### config.mk
export PLATFORM = sky130hd
export DESIGN_NAME = spi_flash_command_framer
export DESIGN_NICKNAME = d
export VERILOG_FILES = /design/src/rtl/sfcf_pkg.sv /design/src/rtl/spi_flash_command_framer.sv /design/src/rtl/sfcf_front.sv /design/src/rtl/sfcf_queue.sv /design/src/rtl/sfcf_back.sv
export SDC_FILE = /design/constraint.sdc
export NUM_CORES = 1
export LEC_CHECK = 0
export BUFFER_PORTS_ARGS = -buffer_cell sky130_fd_sc_hd__buf_2
export CAP_MARGIN = 15
export CELL_PAD_IN_SITES_DETAIL_PLACEMENT = 2
export CELL_PAD_IN_SITES_GLOBAL_PLACEMENT = 2
export CORE_ASPECT_RATIO = 0.7
export CORE_MARGIN = 5
export CORE_UTILIZATION = 35
export CTS_CLUSTER_SIZE = 16
export DETAILED_ROUTE_END_ITERATION = 8
export PLACE_DENSITY = 0.63
export SLEW_MARGIN = 15
export SYNTH_ARGS = -nofsm -noshare
export SYNTH_HDL_FRONTEND = slang
export SYNTH_SLANG_ARGS = --single-unit
### constraint.sdc
create_clock -name clk -period 5.9 [get_ports clk]
set_clock_uncertainty 0.2 [all_clocks]
set_input_delay 0.295 -clock clk [delete_from_list [all_inputs] [get_ports clk]]
set_output_delay 0.295 -clock clk [all_outputs]
set_load 0.01 [all_outputs]
### src/rtl/sfcf_pkg.sv
// Shared constants, opcodes and frame descriptor type of the SPI flash command framer.
package sfcf_pkg;

	localparam int PAGE_BYTES  = 256;
	localparam int PAGE_BITS   = $clog2(PAGE_BYTES);
	localparam int QUEUE_DEPTH = 4;
	localparam int QPTR_BITS   = $clog2(QUEUE_DEPTH);
	localparam int ADDR_BITS   = 24;

	localparam logic [ADDR_BITS-1:0] ADDR_TOP = '1;

	typedef enum logic [2:0] {
		KIND_PROGRAM   = 3'd0,
		KIND_ERASE_4K  = 3'd1,
		KIND_ERASE_32K = 3'd2,
		KIND_ERASE_64K = 3'd3,
		KIND_CHIP      = 3'd4,
		KIND_STATUS    = 3'd5,
		KIND_RESET     = 3'd6,
		KIND_NONE      = 3'd7
	} kind_t;

	// SPI NOR opcodes
	localparam logic [7:0] OP_WREN      = 8'h06;
	localparam logic [7:0] OP_PROGRAM   = 8'h02;
	localparam logic [7:0] OP_ERASE_4K  = 8'h20;
	localparam logic [7:0] OP_ERASE_32K = 8'h52;
	localparam logic [7:0] OP_ERASE_64K = 8'hD8;
	localparam logic [7:0] OP_CHIP      = 8'hC7;
	localparam logic [7:0] OP_RDSR1     = 8'h05;
	localparam logic [7:0] OP_RDSR2     = 8'h35;
	localparam logic [7:0] OP_RDSR3     = 8'h15;
	localparam logic [7:0] OP_WR_OFFSET = 8'h04;
	localparam logic [7:0] OP_RST_EN    = 8'h66;
	localparam logic [7:0] OP_RST       = 8'h99;

	localparam logic [1:0] SR_SEL_2 = 2'd2;
	localparam logic [1:0] SR_SEL_3 = 2'd3;

	// byte sequence shapes handed from front to back
	typedef enum logic [2:0] {
		SEQ_PROG_OPEN = 3'd0,
		SEQ_PROG_DATA = 3'd1,
		SEQ_ERASE     = 3'd2,
		SEQ_CHIP      = 3'd3,
		SEQ_STATUS    = 3'd4,
		SEQ_RESET     = 3'd5
	} seq_t;

	typedef struct packed {
		seq_t                 seq;
		logic [7:0]           cmd;
		logic [ADDR_BITS-1:0] addr;
		logic [7:0]           data;
		logic                 rel;
	} desc_t;

	typedef struct packed {
		logic full;
		logic empty;
	} qstat_t;

endpackage

### src/rtl/spi_flash_command_framer.sv
// Top level of the SPI flash command framer: front end, descriptor queue and back end.
//
// Usage:
//   Requests enter on a queue-style port: an item is taken at a rising edge with push high
//   and full low. Each request (program byte, erase, chip erase, status write, reset)
//   becomes a run of SPI bytes carrying chip-select marks; kind 7 is taken and dropped.
//   Results leave on a queue-style port: while empty is low the oldest byte is on
//   mosi_byte/select_before/release_after/run_last, and it is taken with pop high.
// Path: a taken request is registered in the descriptor queue before its first byte reaches the result register.
// Throughput: the back end emits one byte per cycle unless pop stalls it; a request is 1 to 6
//   bytes (its byte count, set by the back end's byte counter); a four-entry descriptor queue
//   lets the front take new requests while the back is still expanding older ones.
// Stalls: with pop low the result byte holds; the back end stops, the queue fills and
//   full rises after four pending requests.
// Reset (arst_n low): queue and result register empty, no program frame open, next
//   program address zero.
module spi_flash_command_framer (
	input  logic                           clk,
	input  logic                           arst_n,
	input  logic                           push,
	output logic                           full,
	input  logic [2:0]                     kind,
	input  logic [sfcf_pkg::ADDR_BITS-1:0] address,
	input  logic [7:0]                     data_byte,
	input  logic [1:0]                     status_select,
	input  logic                           write_begins,
	input  logic                           write_ends,
	output logic                           empty,
	input  logic                           pop,
	output logic [7:0]                     mosi_byte,
	output logic                           select_before,
	output logic                           release_after,
	output logic                           run_last
);
	import sfcf_pkg::*;

	qstat_t qstat;
	desc_t  wr_desc;
	desc_t  rd_desc;
	logic   q_push;
	logic   q_pop;

	// full reflects the descriptor queue; every taken item costs at most one slot
	assign full = qstat.full;

	sfcf_front u_front (
		.clk           (clk),
		.arst_n        (arst_n),
		.push          (push),
		.kind          (kind),
		.address       (address),
		.data_byte     (data_byte),
		.status_select (status_select),
		.write_begins  (write_begins),
		.write_ends    (write_ends),
		.qstat         (qstat),
		.q_push        (q_push),
		.q_desc        (wr_desc)
	);

	sfcf_queue u_queue (
		.clk     (clk),
		.arst_n  (arst_n),
		.wr_en   (q_push),
		.wr_desc (wr_desc),
		.rd_en   (q_pop),
		.rd_desc (rd_desc),
		.qstat   (qstat)
	);

	sfcf_back u_back (
		.clk           (clk),
		.arst_n        (arst_n),
		.qstat         (qstat),
		.q_desc        (rd_desc),
		.q_pop         (q_pop),
		.pop           (pop),
		.empty         (empty),
		.mosi_byte     (mosi_byte),
		.select_before (select_before),
		.release_after (release_after),
		.run_last      (run_last)
	);

	// a byte sitting in the result register stays until taken
	a_result_held: assert property (@(posedge clk) disable iff (!arst_n)
		(!empty && !pop) |=> (!empty && $stable(mosi_byte) && $stable(run_last)))
		else $error("result byte lost while stalled");

endmodule

### src/rtl/sfcf_front.sv
// Front end: accepts requests, tracks the open program frame and emits frame descriptors.
module sfcf_front (
	input  logic                          clk,
	input  logic                          arst_n,
	input  logic                          push,
	input  logic [2:0]                    kind,
	input  logic [sfcf_pkg::ADDR_BITS-1:0] address,
	input  logic [7:0]                    data_byte,
	input  logic [1:0]                    status_select,
	input  logic                          write_begins,
	input  logic                          write_ends,
	input  sfcf_pkg::qstat_t              qstat,
	output logic                          q_push,
	output sfcf_pkg::desc_t               q_desc
);
	import sfcf_pkg::*;

	logic                 frame_open_q;
	logic [ADDR_BITS-1:0] next_address_q;
	logic                 accept;
	logic                 prog;
	logic                 reopen;
	logic [ADDR_BITS-1:0] prog_addr;
	logic                 page_end;
	logic                 rel;
	kind_t                k;

	assign k      = kind_t'(kind);
	assign accept = push && !qstat.full;
	assign prog   = (k == KIND_PROGRAM);
	assign reopen = write_begins || !frame_open_q;
	assign prog_addr = write_begins ? address : next_address_q;
	assign page_end  = (&prog_addr[PAGE_BITS-1:0]) || (prog_addr == ADDR_TOP);
	assign rel       = write_ends || page_end;
	assign q_push    = accept && (k != KIND_NONE);

	always_comb begin
		q_desc      = '0;
		q_desc.data = data_byte;
		q_desc.addr = address;
		q_desc.rel  = rel;
		unique case (k)
			KIND_PROGRAM: begin
				q_desc.seq  = reopen ? SEQ_PROG_OPEN : SEQ_PROG_DATA;
				q_desc.addr = prog_addr;
				q_desc.cmd  = OP_PROGRAM;
			end
			KIND_ERASE_4K: begin
				q_desc.seq = SEQ_ERASE;
				q_desc.cmd = OP_ERASE_4K;
			end
			KIND_ERASE_32K: begin
				q_desc.seq = SEQ_ERASE;
				q_desc.cmd = OP_ERASE_32K;
			end
			KIND_ERASE_64K: begin
				q_desc.seq = SEQ_ERASE;
				q_desc.cmd = OP_ERASE_64K;
			end
			KIND_CHIP: begin
				q_desc.seq = SEQ_CHIP;
				q_desc.cmd = OP_CHIP;
			end
			KIND_STATUS: begin
				q_desc.seq = SEQ_STATUS;
				if (status_select == SR_SEL_2) begin
					q_desc.cmd = OP_RDSR2 - OP_WR_OFFSET;
				end else if (status_select == SR_SEL_3) begin
					q_desc.cmd = OP_RDSR3 - OP_WR_OFFSET;
				end else begin
					q_desc.cmd = OP_RDSR1 - OP_WR_OFFSET;
				end
			end
			KIND_RESET: begin
				q_desc.seq = SEQ_RESET;
				q_desc.cmd = OP_RST_EN;
			end
			default: begin
				q_desc.seq = SEQ_RESET;
			end
		endcase
	end

	always_ff @(posedge clk or negedge arst_n) begin
		if (!arst_n) begin
			frame_open_q   <= 1'b0;
			next_address_q <= '0;
		end else if (q_push) begin
			if (prog) begin
				frame_open_q   <= !rel;
				next_address_q <= prog_addr + ADDR_BITS'(1);
			end else begin
				frame_open_q <= 1'b0;
			end
		end
	end

endmodule

### src/rtl/sfcf_queue.sv
// Short descriptor queue between front and back.
module sfcf_queue (
	input  logic             clk,
	input  logic             arst_n,
	input  logic             wr_en,
	input  sfcf_pkg::desc_t  wr_desc,
	input  logic             rd_en,
	output sfcf_pkg::desc_t  rd_desc,
	output sfcf_pkg::qstat_t qstat
);
	import sfcf_pkg::*;

	desc_t                mem_q [QUEUE_DEPTH];
	logic [QPTR_BITS-1:0] wr_ptr_q;
	logic [QPTR_BITS-1:0] rd_ptr_q;
	logic [QPTR_BITS:0]   count_q;

	assign qstat.full  = (count_q == (QPTR_BITS+1)'(QUEUE_DEPTH));
	assign qstat.empty = (count_q == '0);
	assign rd_desc     = mem_q[rd_ptr_q];

	always_ff @(posedge clk) begin
		if (wr_en) begin
			mem_q[wr_ptr_q] <= wr_desc;
		end
	end

	always_ff @(posedge clk or negedge arst_n) begin
		if (!arst_n) begin
			wr_ptr_q <= '0;
			rd_ptr_q <= '0;
			count_q  <= '0;
		end else begin
			if (wr_en) begin
				wr_ptr_q <= wr_ptr_q + QPTR_BITS'(1);
			end
			if (rd_en) begin
				rd_ptr_q <= rd_ptr_q + QPTR_BITS'(1);
			end
			if (wr_en && !rd_en) begin
				count_q <= count_q + (QPTR_BITS+1)'(1);
			end else if (rd_en && !wr_en) begin
				count_q <= count_q - (QPTR_BITS+1)'(1);
			end
		end
	end

	a_no_overflow: assert property (@(posedge clk) disable iff (!arst_n)
		wr_en |-> !qstat.full)
		else $error("queue written while full");

	a_no_underflow: assert property (@(posedge clk) disable iff (!arst_n)
		rd_en |-> !qstat.empty)
		else $error("queue read while empty");

endmodule

### src/rtl/sfcf_back.sv
// Back end: expands each descriptor into SPI bytes, one per cycle unless pop stalls, into the result register.
module sfcf_back (
	input  logic             clk,
	input  logic             arst_n,
	input  sfcf_pkg::qstat_t qstat,
	input  sfcf_pkg::desc_t  q_desc,
	output logic             q_pop,
	input  logic             pop,
	output logic             empty,
	output logic [7:0]       mosi_byte,
	output logic             select_before,
	output logic             release_after,
	output logic             run_last
);
	import sfcf_pkg::*;

	logic [2:0] idx_q;
	logic       out_valid_q;
	logic       load;
	logic       last;
	logic [2:0] len;
	logic [7:0] b;
	logic       sel;
	logic       rls;

	always_comb begin
		b   = OP_WREN;
		sel = 1'b0;
		rls = 1'b0;
		len = 3'd1;
		unique case (q_desc.seq)
			SEQ_PROG_OPEN, SEQ_ERASE: begin
				len = (q_desc.seq == SEQ_PROG_OPEN) ? 3'd6 : 3'd5;
				unique case (idx_q)
					3'd0: begin b = OP_WREN; sel = 1'b1; rls = 1'b1; end
					3'd1: begin b = q_desc.cmd; sel = 1'b1; end
					3'd2: b = q_desc.addr[23:16];
					3'd3: b = q_desc.addr[15:8];
					3'd4: begin
						b   = q_desc.addr[7:0];
						rls = (q_desc.seq == SEQ_ERASE);
					end
					default: begin b = q_desc.data; rls = q_desc.rel; end
				endcase
			end
			SEQ_PROG_DATA: begin
				b   = q_desc.data;
				rls = q_desc.rel;
			end
			SEQ_CHIP, SEQ_RESET: begin
				len = 3'd2;
				sel = 1'b1;
				rls = 1'b1;
				if (idx_q == 3'd0) begin
					b = (q_desc.seq == SEQ_RESET) ? OP_RST_EN : OP_WREN;
				end else begin
					b = (q_desc.seq == SEQ_RESET) ? OP_RST : q_desc.cmd;
				end
			end
			SEQ_STATUS: begin
				len = 3'd3;
				unique case (idx_q)
					3'd0: begin b = OP_WREN; sel = 1'b1; rls = 1'b1; end
					3'd1: begin b = q_desc.cmd; sel = 1'b1; end
					default: begin b = q_desc.data; rls = 1'b1; end
				endcase
			end
			default: begin
				b = OP_WREN;
			end
		endcase
	end

	assign last  = (idx_q == len - 3'd1);
	assign load  = !qstat.empty && (!out_valid_q || pop);
	assign q_pop = load && last;
	assign empty = !out_valid_q;

	always_ff @(posedge clk or negedge arst_n) begin
		if (!arst_n) begin
			idx_q       <= '0;
			out_valid_q <= 1'b0;
		end else begin
			if (load) begin
				idx_q       <= last ? 3'd0 : idx_q + 3'd1;
				out_valid_q <= 1'b1;
			end else if (pop) begin
				out_valid_q <= 1'b0;
			end
		end
	end

	always_ff @(posedge clk) begin
		if (load) begin
			mosi_byte     <= b;
			select_before <= sel;
			release_after <= rls;
			run_last      <= last;
		end
	end

	a_idx_in_range: assert property (@(posedge clk) disable iff (!arst_n)
		!qstat.empty |-> (idx_q < len))
		else $error("byte index past end of frame sequence");

	a_idle_index: assert property (@(posedge clk) disable iff (!arst_n)
		qstat.empty |-> (idx_q == 3'd0))
		else $error("byte index left mid-sequence with no descriptor");

endmodule

Yosys cells after proc, flatten, opt, wreduce, memory -nomap -nowiden
Memories as Yosys holds them, arrays and structs flattened.
Index checks and enable logic that the tools add are counted.
Storage, ports and cells
  register bits after elaboration: 47
  bits in writable memories: 176
  bits of input ports: 43
  output and inout port bits: 13
  logic and storage cells: 99
  memories: 1
Cells by class
  add/subtract/negate cells: 7
  equal/unequal tests: 21
  multiplexer cells: 28
  reductions and logical operators: 31
Memories
  u_queue.mem_q: depth 4, bits a word 44, read ports 1, clocked after Yosys merged registers in 0, write ports 1, line sfcf_queue.sv:13  | desc_t mem_q [QUEUE_DEPTH];
Operator list (number)
  8-bit one-hot mux with 7 select lines: 1
  24-bit two-way mux: 2
  8-bit one-hot mux with 5 select lines: 1
  8-bit one-hot mux with 4 select lines: 1
  24-bit by 1-bit adder with 24-bit output, second input constant: 1
  24-bit == test, second input constant: 1
  3-bit == test, second input constant: 7
  3-bit by 2-bit == test with 1-bit output, second input constant: 6
  8-bit two-way mux: 2
  8-bit one-hot mux with 2 select lines: 1
  3-bit logical NOT: 4
  3-bit one-hot mux with 4 select lines: 1
  3-bit by 1-bit == test with 1-bit output, second input constant: 3
  3-bit two-way mux: 3
  3-bit one-hot mux with 3 select lines: 1
  3-bit OR reduction: 3
  1-bit two-way mux: 8
  8-bit AND reduction: 1
  1-bit logical NOT: 7
  7-bit two-way mux: 1
  3-bit by 1-bit adder with 3-bit output, second input constant: 2
  1-bit logical AND: 6
  6-bit two-way mux: 1
  2-bit OR reduction: 3
  13 further kinds: 20

Logic depth before layout (Yosys ltp)
Gate-level depths: netlist of run 1.
An unclocked memory read counts as a cell.
  word-level depth: 10
  depth in mapped cells: 19
  depth with buffers taken out: 17

Modules after synthesis
A second synthesis of run 1 with hierarchy kept.
Unflattened totals
  cells, all modules: 746
  area total of the unflattened synthesis: 10956.8 um2
By module, submodules not included
  sfcf_queue: instances 1, cells each 264, area each 6805.3 um2, sequential area each 5460.2 um2
  sfcf_front: instances 1, cells each 322, area each 2765.2 um2, sequential area each 625.6 um2
  sfcf_back: instances 1, cells each 160, area each 1386.3 um2, sequential area each 430.4 um2

Worst setup path before layout of run 1
Ideal clock, no wire load.
  kind: register -> register
  from: register u_queue.rd_ptr_q[1]
  to: register u_queue.count_q[1]
  setup time: 0.125 ns
  data arrival time: 3.737 ns
  required time: 5.575 ns
  setup slack: 1.839 ns
  cell stages (with the launch flop): 17
  buffers on the path: 1
  clock period less this slack: 4.061 ns
  cell sequence: dfrtp_1 -> buf_2 -> mux2_2 -> mux2i_2 -> nand2_1 -> a31oi_1 -> ha_1 -> xnor2_1 -> or3_1 -> nand3_1 -> o2111ai_1 -> a31oi_2 -> nand2_1 -> ha_1 -> inv_1 -> fa_1 -> mux2_2
On the way
  longest elaborated chain between the ends: 10
  elaborated cells on any way between the ends: 18
  those cells by class: add/sub: 1; eq/ne: 5; mux: 3; reduce/logical: 8; memory: 1
Ends and longest elaborated chain
  from (decl): line sfcf_queue.sv:15  | logic [QPTR_BITS-1:0] rd_ptr_q;
  from (signal assigned): line sfcf_queue.sv:38  | rd_ptr_q <= rd_ptr_q + QPTR_BITS'(1);
  memory read 4 x 44 bit (*)
  3-bit by 2-bit == test with 1-bit output (tied with other cells): line sfcf_back.sv:31  | unique case (q_desc.seq)
  2-bit OR reduction or 2-bit two-way mux (tied branches): line sfcf_back.sv:31, sfcf_back.sv:33
  3-bit one-hot mux with 3 select lines (*): line sfcf_back.sv:31
  3-bit by 1-bit subtractor with 3-bit output (*): line sfcf_back.sv:74  | assign last = (idx_q == len - 3'd1);
  3-bit == test (*): line sfcf_back.sv:74
  net u_back.last: line sfcf_back.sv:20  | logic last;
  1-bit logical AND (*): line sfcf_back.sv:76  | assign q_pop = load && last;
  1-bit logical NOT: line sfcf_queue.sv:40  | if (wr_en && !rd_en) begin
  1-bit logical AND: line sfcf_queue.sv:40
  3-bit two-way mux or 2-bit nonzero test (tied branches)
  to (signal assigned): line sfcf_queue.sv:41  | count_q <= count_q + (QPTR_BITS+1)'(1);
  to (signal assigned): line sfcf_queue.sv:43  | count_q <= count_q - (QPTR_BITS+1)'(1);
  to (decl): line sfcf_queue.sv:16  | logic [QPTR_BITS:0] count_q;
Mark *: on every way through the listed nets, which the timed path passes. The rest lies on a longest branch.
A chain may end at the register's enable or synchronous reset.

Worst setup path in the final report of run 1
  from: register u_queue.rd_ptr_q[0]
  to: register u_queue.count_q[1]
Same word-level chain as after synthesis.

==> results of run 1 <==
## registers in the layout (all words and copies together) (netlist names)
register,cells
u_queue.mem_q,176
u_front.next_address_q,24
u_back.mosi_byte,8
u_back.idx_q,3
u_queue.count_q,3
u_queue.rd_ptr_q,2
u_queue.wr_ptr_q,2
u_back.out_valid_q,1
u_back.release_after,1
u_back.run_last,1
u_back.select_before,1
u_front.frame_open_q,1
## cells in the final DEF, fill, tap and decap left out, types with 11 or more instances in the layout
cell type / n
a21oi_1: 34
a22oi_1: 13
buf_2: 55
buf_4: 11
clkbuf_16: 25
dfrtp_1: 34
dlygate4sd3_1: 27
edfxtp_1: 187
ha_1: 12
inv_1: 19
mux2_2: 24
mux2i_1: 21
mux4_2: 40
nand2_1: 68
nand3_1: 22
nor2_1: 45
o21ai_0: 41
xnor2_1: 13
xor2_1: 15
## worst max path at each step
stage	startpoint	endpoint	slack, ns	depth (start not counted)
2_1_floorplan	u_queue.rd_ptr_q[1]	u_queue.count_q[1]	1.84	16
3_3_place_gp	u_queue.rd_ptr_q[0]	u_queue.count_q[1]	1.03	15
3_5_place_dp	u_queue.rd_ptr_q[0]	u_queue.count_q[1]	0.81	15
4_1_cts	u_queue.rd_ptr_q[0]	u_queue.count_q[1]	0.80	15
5_1_grt	u_queue.rd_ptr_q[0]	u_queue.count_q[1]	0.49	15
6_report	u_queue.rd_ptr_q[0]	u_queue.count_q[1]	0.83	15
## area by class of cell
cell class | count | share of cell area (%)
tap | 412 | 4.17
sequential | 223 | 52.8
clock buffer | 35 | 5.37
inverter | 19 | 0.578
clock inverter | 11 | 0.578
multi-input combinational | 480 | 31.4
timing repair buffer | 93 | 5.09
## cell families (layout without fill, tap and decap cells)
group | Yosys count | count (layout) | share of synthesized area (%)
flip-flops | 223 | 223 | 61.3
AND/OR/NAND/NOR | 205 | 205 | 9.74
AO/OA/AOI/OAI | 148 | 148 | 9.53
multiplexers | 86 | 86 | 13.1
buffers and inverters | 56 | 158 | 2.40
XOR/XNOR | 28 | 28 | 2.31
adder cells (fa/ha/maj) | 13 | 13 | 1.60
## tightest hold or removal path, delay by kind of cell
| family | cells | cell delay, ns |
|---|---|---|
| AO/OA/AOI/OAI | 1 | 0.08 |
| buffers and inverters | 1 | 0.11 |
| AND/OR/NAND/NOR | 1 | 0.09 |
## Yosys cell counts (9+ instances only)
master	instances
o21ai_0	41
inv_1	19
clkbuf_1	20
edfxtp_1	187
nor2_1	45
nand3_1	22
xor2_1	15
nand3b_1	9
nand2_1	68
mux2i_1	21
buf_2	12
a21oi_1	34
dfrtp_1	36
ha_1	12
mux4_2	40
mux2_2	24
xnor2_1	13
a22oi_1	13
## layer usage
layer  GRT usage, %  share of wire, %  up-vias
met2           29.3                46      129
li1               -                 -     3092
met5              0                 0        -
met1           26.6                48     3672
met3           2.62               3.6       30
met4           3.11               1.6        0
## report_power, final
group | internal (mW) | switching, mW | leakage (nW) | total, mW
sequential | 2.13 | 0.191 | 2.15 | 2.32
combinational | 0.708 | 1.22 | 1.87 | 1.93
clock | 0.790 | 0.642 | 0.354 | 1.43
==> impl_metrics.py, run 1 <==
metrics = {
    "clocking": {
        "ctsLongestPathBuffers": 3,
        "path_clk_slew_ns": 0.06,
        "cts_setup_buffers": 0,
        "clk_latency_ns": 0.54,
        "cts_hold_buf": 27,
        "cts.sinks": 223,
        "cts_tree": "done",
        "cts_root_buf": "clkbuf_16",
        "numCtsBuffers": 25,
        "htreeDepth": 1,
        "cts_repair_resize_count": 0,
    },
    "finish": {
        "fin_cells": 1273,
        "fin_util_pct": 41.2,
        "n_antenna_cell": 0,
        "multi_input_area_um2": 3880,
        "seq_area_um2": 6520,
        "fin_nets": 898,
        "design_area_um2": 12300,
        "fill_cells": 3006,
        "drive_above_1_share_pct": 22.0,
        "syn_to_final_growth_pct": 16.1,
    },
    "grt": {
        "grt_pass1_wl_um": 47200,
        "grt_pass1_vias": 7593,
        "grt_max_degree": 45,
        "overflow": 0,
        "grt_use_total_pct": 18.1,
        "antenna_found_initial": 0,
    },
    "setup_path": {
        "r2r_end": "u_queue.count_q[1]",
        "crit_fanout": 27,
        "max_stage_delay_ns": 0.81,
        "critPathSlowestCell": "dfrtp_4",
        "worstSetupPathType": "flop to flop",
        "r2r_slack_ns": 0.83,
        "path_buf_inv": 2,
        "critPathCaptureType": "flop",
        "cp_cell_sequence": "mux4_2, inv_1, nand2_1, a31oi_1, ha_1, xnor2_1, or3_1, nand3_1, o2111ai_1, a31oi_2, nand2_1, ha_1, inv_1, fa_1, mux2_2",
        "worstPathRequired_ns": 6.12,
        "cp-start-kind": "flop",
        "cp.arrival_ns": 5.29,
        "r2r_cells": 15,
        "r2r_start": "u_queue.rd_ptr_q[0]",
        "cp_top_family": "multiplexers",
    },
    "worst_hold_path": {
        "worstHoldEndpoint": "u_queue.mem_q[0][32]",
        "hold_path_depth": 3,
        "hold_start": "address[23]",
        "min_path_type": "primary input to flop",
    },
    "synthesis": {
        "ys_async_sr_fraction_pct": 16.1,
        "synth_edf_count": 187,
        "avgSynthCellArea_um2": 14.0,
        "ys_warn_count": 0,
        "yosysTopAreaCell": "edfxtp_1",
        "synth_nets": 815,
        "synthDistinctLibCells": 73,
        "synth_seq_cells": 223,
        "netlist_instances": 759,
        "synth_area_um2": 10600,
        "synth_top_flop_cell": "edfxtp_1",
        "synthTopCellsByArea": "edfxtp_1, dfrtp_1, mux4_2",
        "yosysTopAreaCellShare_pct": 52.8,
        "ys_seq_area_share_pct": 61.3,
    },
    "placed_design": {
        "place_hpwl_um": 21000,
        "place_area_um2": 11300,
        "pre_cts_ws_ns": 0.815,
        "place_inst": 1200,
        "portBuffers": 55,
        "place_congestion": 0.799,
    },
    "sta": {
        "rsz0062_at_grt": "false",
        "setup_viol": 0,
        "fmax_mhz": 197,
        "fin_crit_sh_pct": 85.9,
        "tightestPinTransition_ns": 1.13,
        "hold_viol": 0,
        "slew_violations": 0,
        "fin_setup_tns_ns": 0,
        "post-route-min-period_ns": 5.07,
        "maxSlewHeadroom_pct": 24.7,
        "fin_ws_ns": 0.830,
        "whs_ns": 0.0201,
    },
    "drt": {
        "post-route-drc-count": 0,
        "via_per_inst": 5.44,
        "dr.first_iter.drc_count": 491,
        "wirelength_um": 30700,
        "post_drt_wl_per_cell_um": 24.1,
        "first_pass_iters": 5,
        "vias": 6923,
        "detail-route-antenna-nets": 0,
    },
    "run_status": {
        "status": "finished clean",
    },
    "floorplanning": {
        "pin_count": 56,
        "rows": 53,
        "die-width_um": 218,
        "die_h_um": 156,
        "dieArea_um2": 34000,
        "core_area_um2": 30000,
        "start_util_pct": 35.5,
    },
    "power_and_ir_drop": {
        "powerDensity_nw_per_um2": 460,
        "p_total_mw": 5.68,
        "p_leak_nw": 4.37,
        "vdd_drop_max_v": 0.000211,
    },
    "flow_run": {
        "max-cap-violations": 0,
    },
}
No activity file was read; power rests on OpenSTA's default activity.
==> inputs of run 2 (changes only) <==
--- a/config.mk
+++ b/config.mk
@@ -5,6 +5,7 @@
 export SDC_FILE = /design/constraint.sdc
 export NUM_CORES = 1
 export LEC_CHECK = 0
+export ABC_AREA = 1
 export BUFFER_PORTS_ARGS = -buffer_cell sky130_fd_sc_hd__buf_2
 export CAP_MARGIN = 15
 export CELL_PAD_IN_SITES_DETAIL_PLACEMENT = 2
@@ -14,7 +15,7 @@
 export CORE_UTILIZATION = 35
 export CTS_CLUSTER_SIZE = 16
 export DETAILED_ROUTE_END_ITERATION = 8
-export PLACE_DENSITY = 0.63
+export PLACE_DENSITY = 0.69
 export SLEW_MARGIN = 15
 export SYNTH_ARGS = -nofsm -noshare
 export SYNTH_HDL_FRONTEND = slang
==> run 2 against run 1 <==
  * Count of clock-buffer cells in the layout down 8
  * Die area up 1.5%
  * Routed wire length up 16%
  * Combinational power up 25%
  * Register-to-register slack better by 0.59 ns
  * First-iteration DRC count up 9.4%
  * Sequential power down 2%
  * Critical path type unchanged
  * Largest power group is now combinational cells
  * Highest routed layer is now met5
==> impl_metrics.py, run 2 <==
metrics = {
    "run_status": {
        "status": "finished clean",
    },
    "placed_design": {
        "place_area_um2": 11500,
        "pre_cts_ws_ns": 1.44,
        "portBuffers": 55,
        "place_congestion": 0.798,
        "place_hpwl_um": 24600,
        "place_inst": 1533,
    },
    "setup_path": {
        "r2r_slack_ns": 1.42,
        "cp-start-kind": "flop",
        "cp.arrival_ns": 4.70,
        "worstPathRequired_ns": 6.12,
        "r2r_cells": 17,
        "crit_fanout": 43,
        "worstSetupPathType": "flop to flop",
        "critPathCaptureType": "flop",
    },
    "floorplanning": {
        "pin_count": 56,
        "die_h_um": 157,
        "start_util_pct": 35.7,
        "die-width_um": 220,
        "dieArea_um2": 34500,
        "rows": 53,
        "core_area_um2": 30200,
    },
    "sta": {
        "tightestPinTransition_ns": 0.925,
        "setup_viol": 0,
        "slew_violations": 0,
        "fin_ws_ns": 1.42,
        "rsz0062_at_grt": "false",
        "hold_viol": 0,
        "fmax_mhz": 223,
        "fin_crit_sh_pct": 75.9,
        "whs_ns": 0.0148,
        "post-route-min-period_ns": 4.48,
        "maxSlewHeadroom_pct": 38.2,
        "fin_setup_tns_ns": 0,
    },
    "synthesis": {
        "ys_warn_count": 0,
        "yosysTopAreaCell": "edfxtp_1",
        "ys_seq_area_share_pct": 60.3,
        "synth_seq_cells": 223,
        "synth_nets": 1157,
        "ys_async_sr_fraction_pct": 16.1,
        "synthDistinctLibCells": 43,
        "synth_top_flop_cell": "edfxtp_1",
        "avgSynthCellArea_um2": 9.81,
        "synth_area_um2": 10800,
        "synthTopCellsByArea": "edfxtp_1, nand2_1, dfrtp_1",
        "netlist_instances": 1101,
        "yosysTopAreaCellShare_pct": 52.0,
        "synth_edf_count": 187,
        "synth.most_common_cell": "nand2_1",
        "synthTopCellsByCount": "nand2_1, edfxtp_1, nand3_1, o21ai_0, nor2_1",
    },
    "flow_run": {
        "max-cap-violations": 0,
    },
    "clocking": {
        "cts_hold_buf": 13,
        "clk_latency_ns": 0.54,
        "numCtsBuffers": 25,
        "cts_setup_buffers": 0,
        "cts_tree": "done",
        "cts.sinks": 223,
        "path_clk_slew_ns": 0.06,
        "htreeDepth": 1,
        "cts_repair_resize_count": 0,
        "cts_root_buf": "clkbuf_16",
        "ctsLongestPathBuffers": 3,
    },
    "finish": {
        "top_register": "u_queue.mem_q",
        "drive_above_1_share_pct": 14.2,
        "final_cell_mix": "nand2_1, edfxtp_1, nand3_1, o21ai_0, nor2_1",
        "design_area_um2": 12400,
        "largest_register_ffs": 176,
        "seq_area_um2": 6520,
        "fill_cells": 3313,
        "syn_to_final_growth_pct": 15.0,
        "multi_input_area_um2": 3700,
        "fin_nets": 1218,
        "fin_util_pct": 41.1,
        "fin_cells": 1592,
        "n_antenna_cell": 0,
        "final_common_cell": "nand2_1",
        "reg_top3": "u_queue.mem_q (176), u_front.next_address_q (24), u_back.mosi_byte (8)",
    },
    "grt": {
        "grt_pass1_vias": 8948,
        "overflow": 0,
        "grt_use_total_pct": 20.7,
        "antenna_found_initial": 2,
        "grt_max_degree": 55,
        "grt_pass1_wl_um": 54700,
    },
    "power_and_ir_drop": {
        "p_leak_nw": 4.98,
        "p_total_mw": 6.28,
        "vdd_drop_max_v": 0.000305,
        "powerDensity_nw_per_um2": 506,
    },
    "drt": {
        "first_pass_iters": 5,
        "detail-route-antenna-nets": 0,
        "post-route-drc-count": 0,
        "post_drt_wl_per_cell_um": 22.3,
        "vias": 8310,
        "via_per_inst": 5.22,
        "dr.first_iter.drc_count": 537,
        "wirelength_um": 35600,
    },
    "worst_hold_path": {
        "min_path_type": "primary input to asynchronous set/reset pin",
    },
}
run 2: changes by cell type after synthesis, moves of 16 or more:
cell and change:
mux2i_1 -21, nand3_1 +70, o21ai_0 +51, buf_2 +16, inv_1 +67, nor2_1 +46, mux2_2 -24, mux4_2 -40
nand2_1 +213
run 2: cell families after synthesis:
logic type	count (synthesis)	synth area share, %
adders and majority gates	13	1.58
buffers and inverters	143	5.80
and+or+nand+nor	514	20.3
DFF	223	60.3
xor gates and xnor gates	25	2.03
AOI/OAI and AO/OA	183	9.94
run 2: final cells by class:
class | count | area share (%)
flip-flops and latches | 223 | 52.4
multi-input cells | 735 | 29.7
clock buffers | 27 | 5.18
repair buffers | 83 | 4.27
well taps | 412 | 4.15
inverters | 94 | 2.86
clock inverters | 18 | 1.36
run 2: metal layers:
metal | GRT usage, % | wire, um | vias to the layer above
li1 | - | - | 3876
met1 | 31.5 | 17800 | 4267
met2 | 31.7 | 15700 | 129
met3 | 3.17 | 1440 | 36
met4 | 3.83 | 550 | 2
met5 | 0 | 9 | -
run 2: power by group:
group	internal [mW]	switching [mW]
sequential	2.14	0.143
combinational	0.656	1.77
clock	0.917	0.658
run 2: worst paths after layout:
check | to | start
max | u_queue.count_q[1] | u_queue.rd_ptr_q[1]
min | u_queue.count_q[1] | arst_n
max reg2reg | u_queue.count_q[1] | u_queue.rd_ptr_q[1]
min reg2reg | u_front.next_address_q[22] | u_front.next_address_q[22]
max in group asynchronous | u_front.next_address_q[8] | arst_n
min in group clk | u_queue.mem_q[1][22] | address[13]
run 2: worst max-delay path, stage by stage (launching register included):
cell,delay (ns)
dfrtp_1,0.36
buf_4,0.49
nand3_1,0.22
nand2_4,0.19
inv_2,0.07
nand3_1,0.35
nand2_1,0.41
a21oi_1,0.24
ha_1,0.19
xor2_1,0.21
nand3_1,0.12
a21oi_2,0.25
nand4_2,0.17
ha_1,0.21
inv_1,0.10
fa_1,0.42
nor2_1,0.11
a21oi_1,0.05
==> inputs of run 3 (changes only) <==
--- a/config.mk
+++ b/config.mk
@@ -5,7 +5,7 @@
 export SDC_FILE = /design/constraint.sdc
 export NUM_CORES = 1
 export LEC_CHECK = 0
-export ABC_AREA = 1
+export ABC_AREA = 0
 export BUFFER_PORTS_ARGS = -buffer_cell sky130_fd_sc_hd__buf_2
 export CAP_MARGIN = 15
 export CELL_PAD_IN_SITES_DETAIL_PLACEMENT = 2
@@ -15,7 +15,7 @@
 export CORE_UTILIZATION = 35
 export CTS_CLUSTER_SIZE = 16
 export DETAILED_ROUTE_END_ITERATION = 8
-export PLACE_DENSITY = 0.69
+export PLACE_DENSITY = 0.66
 export SLEW_MARGIN = 15
 export SYNTH_ARGS = -nofsm -noshare
 export SYNTH_HDL_FRONTEND = slang
==> constraint.sdc (replaced) <==
create_clock -name clk -period 3.95 [get_ports clk]
set_clock_uncertainty 0.2 [all_clocks]
set_input_delay 0.1975 -clock clk [delete_from_list [all_inputs] [get_ports clk]]
set_output_delay 0.1975 -clock clk [all_outputs]
set_load 0.01 [all_outputs]
==> run 3 against run 2 <==
  * The flow now finishes with violations (setup timing)
  * Clock power grew 41%
  * Critical path depth shrank 1
  * First-iteration DRC count shrank 26%
  * Power grew 46%
  * Core utilization grew 2.2 points
  * Maximum frequency grew 9.9%
  * Critical path type unchanged
  * Largest power group unchanged
==> impl_metrics.py, run 3 (synthesized netlist as in run 1, its figures left out) <==
metrics = {
    "drt": {
        "detail-route-antenna-nets": 0,
        "vias": 7107,
        "first_pass_iters": 5,
        "dr.first_iter.drc_count": 397,
        "via_per_inst": 5.38,
        "wirelength_um": 32000,
        "post-route-drc-count": 0,
        "post_drt_wl_per_cell_um": 24.2,
    },
    "grt": {
        "overflow": 0,
        "grt_pass1_vias": 7965,
        "antenna_found_initial": 0,
        "grt_use_total_pct": 18.7,
        "grt_pass1_wl_um": 49200,
        "grt_max_degree": 49,
    },
    "clocking": {
        "clk_latency_ns": 0.55,
        "cts_tree": "done",
        "numCtsBuffers": 25,
        "cts_root_buf": "clkbuf_16",
        "path_clk_slew_ns": 0.07,
        "htreeDepth": 1,
        "cts.sinks": 223,
        "ctsLongestPathBuffers": 3,
    },
    "setup_path": {
        "r2r_slack_ns": -0.13,
        "r2r_end": "u_queue.count_q[1]",
        "worstSetupPathType": "flop to flop",
        "critPathCaptureType": "flop",
        "worstPathRequired_ns": 4.17,
        "cp-startpoint": "u_queue.rd_ptr_q[0]",
        "cp.arrival_ns": 4.30,
        "r2r_start": "u_queue.rd_ptr_q[0]",
        "crit_fanout": 5,
        "r2r_cells": 16,
        "cp-start-kind": "flop",
    },
    "finish": {
        "largest_register_ffs": 176,
        "n_antenna_cell": 0,
        "final_common_cell": "edfxtp_1",
        "final_cell_mix": "edfxtp_1, nand2_1, buf_2, nor2_1, dlygate4sd3_1",
        "fin_cells": 1322,
        "syn_to_final_growth_pct": 22.0,
        "fill_cells": 2938,
        "drive_above_1_share_pct": 27.6,
        "fin_util_pct": 43.3,
        "design_area_um2": 13000,
        "top_register": "u_queue.mem_q",
        "fin_nets": 947,
        "reg_top3": "u_queue.mem_q (176), u_front.next_address_q (24), u_back.mosi_byte (8)",
    },
    "power_and_ir_drop": {
        "vdd_drop_max_v": 0.000283,
        "powerDensity_nw_per_um2": 706,
        "p_leak_nw": 4.66,
        "p_total_mw": 9.16,
    },
    "sta": {
        "whs_ns": 0.0356,
        "fin_ws_ns": -0.126,
        "rsz0062_at_grt": "true",
        "tightestPinTransition_ns": 0.847,
        "fmax_mhz": 245,
        "fin_crit_sh_pct": 103,
        "setup_viol": 2,
        "hold_viol": 0,
        "maxSlewHeadroom_pct": 43.3,
        "slew_violations": 0,
        "fin_setup_tns_ns": -0.200,
        "post-route-min-period_ns": 4.08,
    },
    "floorplanning": {
        "dieArea_um2": 34000,
        "core_area_um2": 30000,
        "die-width_um": 218,
        "rows": 53,
        "pin_count": 56,
        "start_util_pct": 35.5,
        "die_h_um": 156,
    },
    "placed_design": {
        "place_area_um2": 11500,
        "place_congestion": 0.796,
        "portBuffers": 55,
        "place_hpwl_um": 22000,
        "pre_cts_ws_ns": -0.280,
        "place_inst": 1220,
    },
    "run_status": {
        "status": "finished with violations",
        "violations": "setup timing",
    },
    "worst_hold_path": {
        "min_path_type": "primary input to asynchronous set/reset pin",
    },
    "flow_run": {
        "max-cap-violations": 0,
    },
}
## run 3: cell types whose count changed in the layout (fill, tap and decap cells not counted), sizes merged, moves of 14 or more
cell,change
nand2,-223
dlygate4sd3,+29
nor2,-57
a22oi,+14
o21ai,-77
nand3,-71
mux2,+24
buf,+30
inv,-73
mux2i,+22
mux4,+40
## run 3: how the worst max path moves through the flow
| stage | cells past startpoint | slack, ns | endpoint |
|---|---|---|---|
| after floorplan | 17 | 0.004 | u_queue.count_q[1] |
| after global placement | 15 | 0.006 | u_queue.count_q[1] |
| after detailed placement | 15 | -0.28 | u_queue.count_q[1] |
| after CTS | 15 | -0.11 | u_queue.count_q[1] |
| after global routing | 16 | -0.24 | u_queue.count_q[1] |
| final | 16 | -0.13 | u_queue.count_q[1] |
## run 3: critical path: stages, from the launching register on
cell,delay (ns)
dfrtp_4,0.46
mux4_2,0.63
inv_2,0.14
nand2_4,0.07
a31oi_4,0.19
ha_4,0.20
xor2_2,0.18
buf_4,0.16
nand3_2,0.10
nand2_1,0.15
o2111ai_2,0.15
a31oi_2,0.27
nand2_2,0.10
ha_4,0.21
inv_2,0.05
fa_2,0.42
mux2_2,0.27
## run 3: cell type report
class | count | area (um2) | share of cell area, %
Timing Repair Buffer | 142 | 1070 | 8.27
Inverter | 19 | 71.3 | 0.550
Clock inverter | 15 | 108 | 0.829
Tap cell | 412 | 515 | 3.97
Clock buffer | 31 | 668 | 5.15
Multi-Input combinational cell | 480 | 4020 | 31.0
Sequential cell | 223 | 6520 | 50.3
## run 3: power by group
group	leakage (nW)	switching (mW)	internal [mW]
clock network	0.384	0.997	1.22
registers	2.15	0.291	3.17
logic	2.13	2.07	1.41
total	4.66	3.36	5.81
## run 3: repair_timing
| action | 4_1_cts | 5_1_grt |
|---|---|---|
| hold endpoints to repair | 189 | 0 |
| hold buffers | 42 | 0 |
| pin swaps | 9 | 9 |
| endpoints found under the setup margin | 2 | 2 |
| buffers inserted | 13 | 2 |
| gates resized for setup | 12 | 15 |
## run 3: metal layers
| metal | vias up | GRT usage (%) | wire length, um | part of all wire (%) |
|---|---|---|---|---|
| li1 | 3195 | - | - | - |
| met1 | 3753 | 25.8 | 14700 | 46 |
| met2 | 125 | 32.1 | 15600 | 49 |
| met3 | 34 | 2.74 | 1090 | 3.4 |
| met4 | 0 | 3.59 | 600 | 1.9 |
| met5 | - | 0 | 0 | 0 |
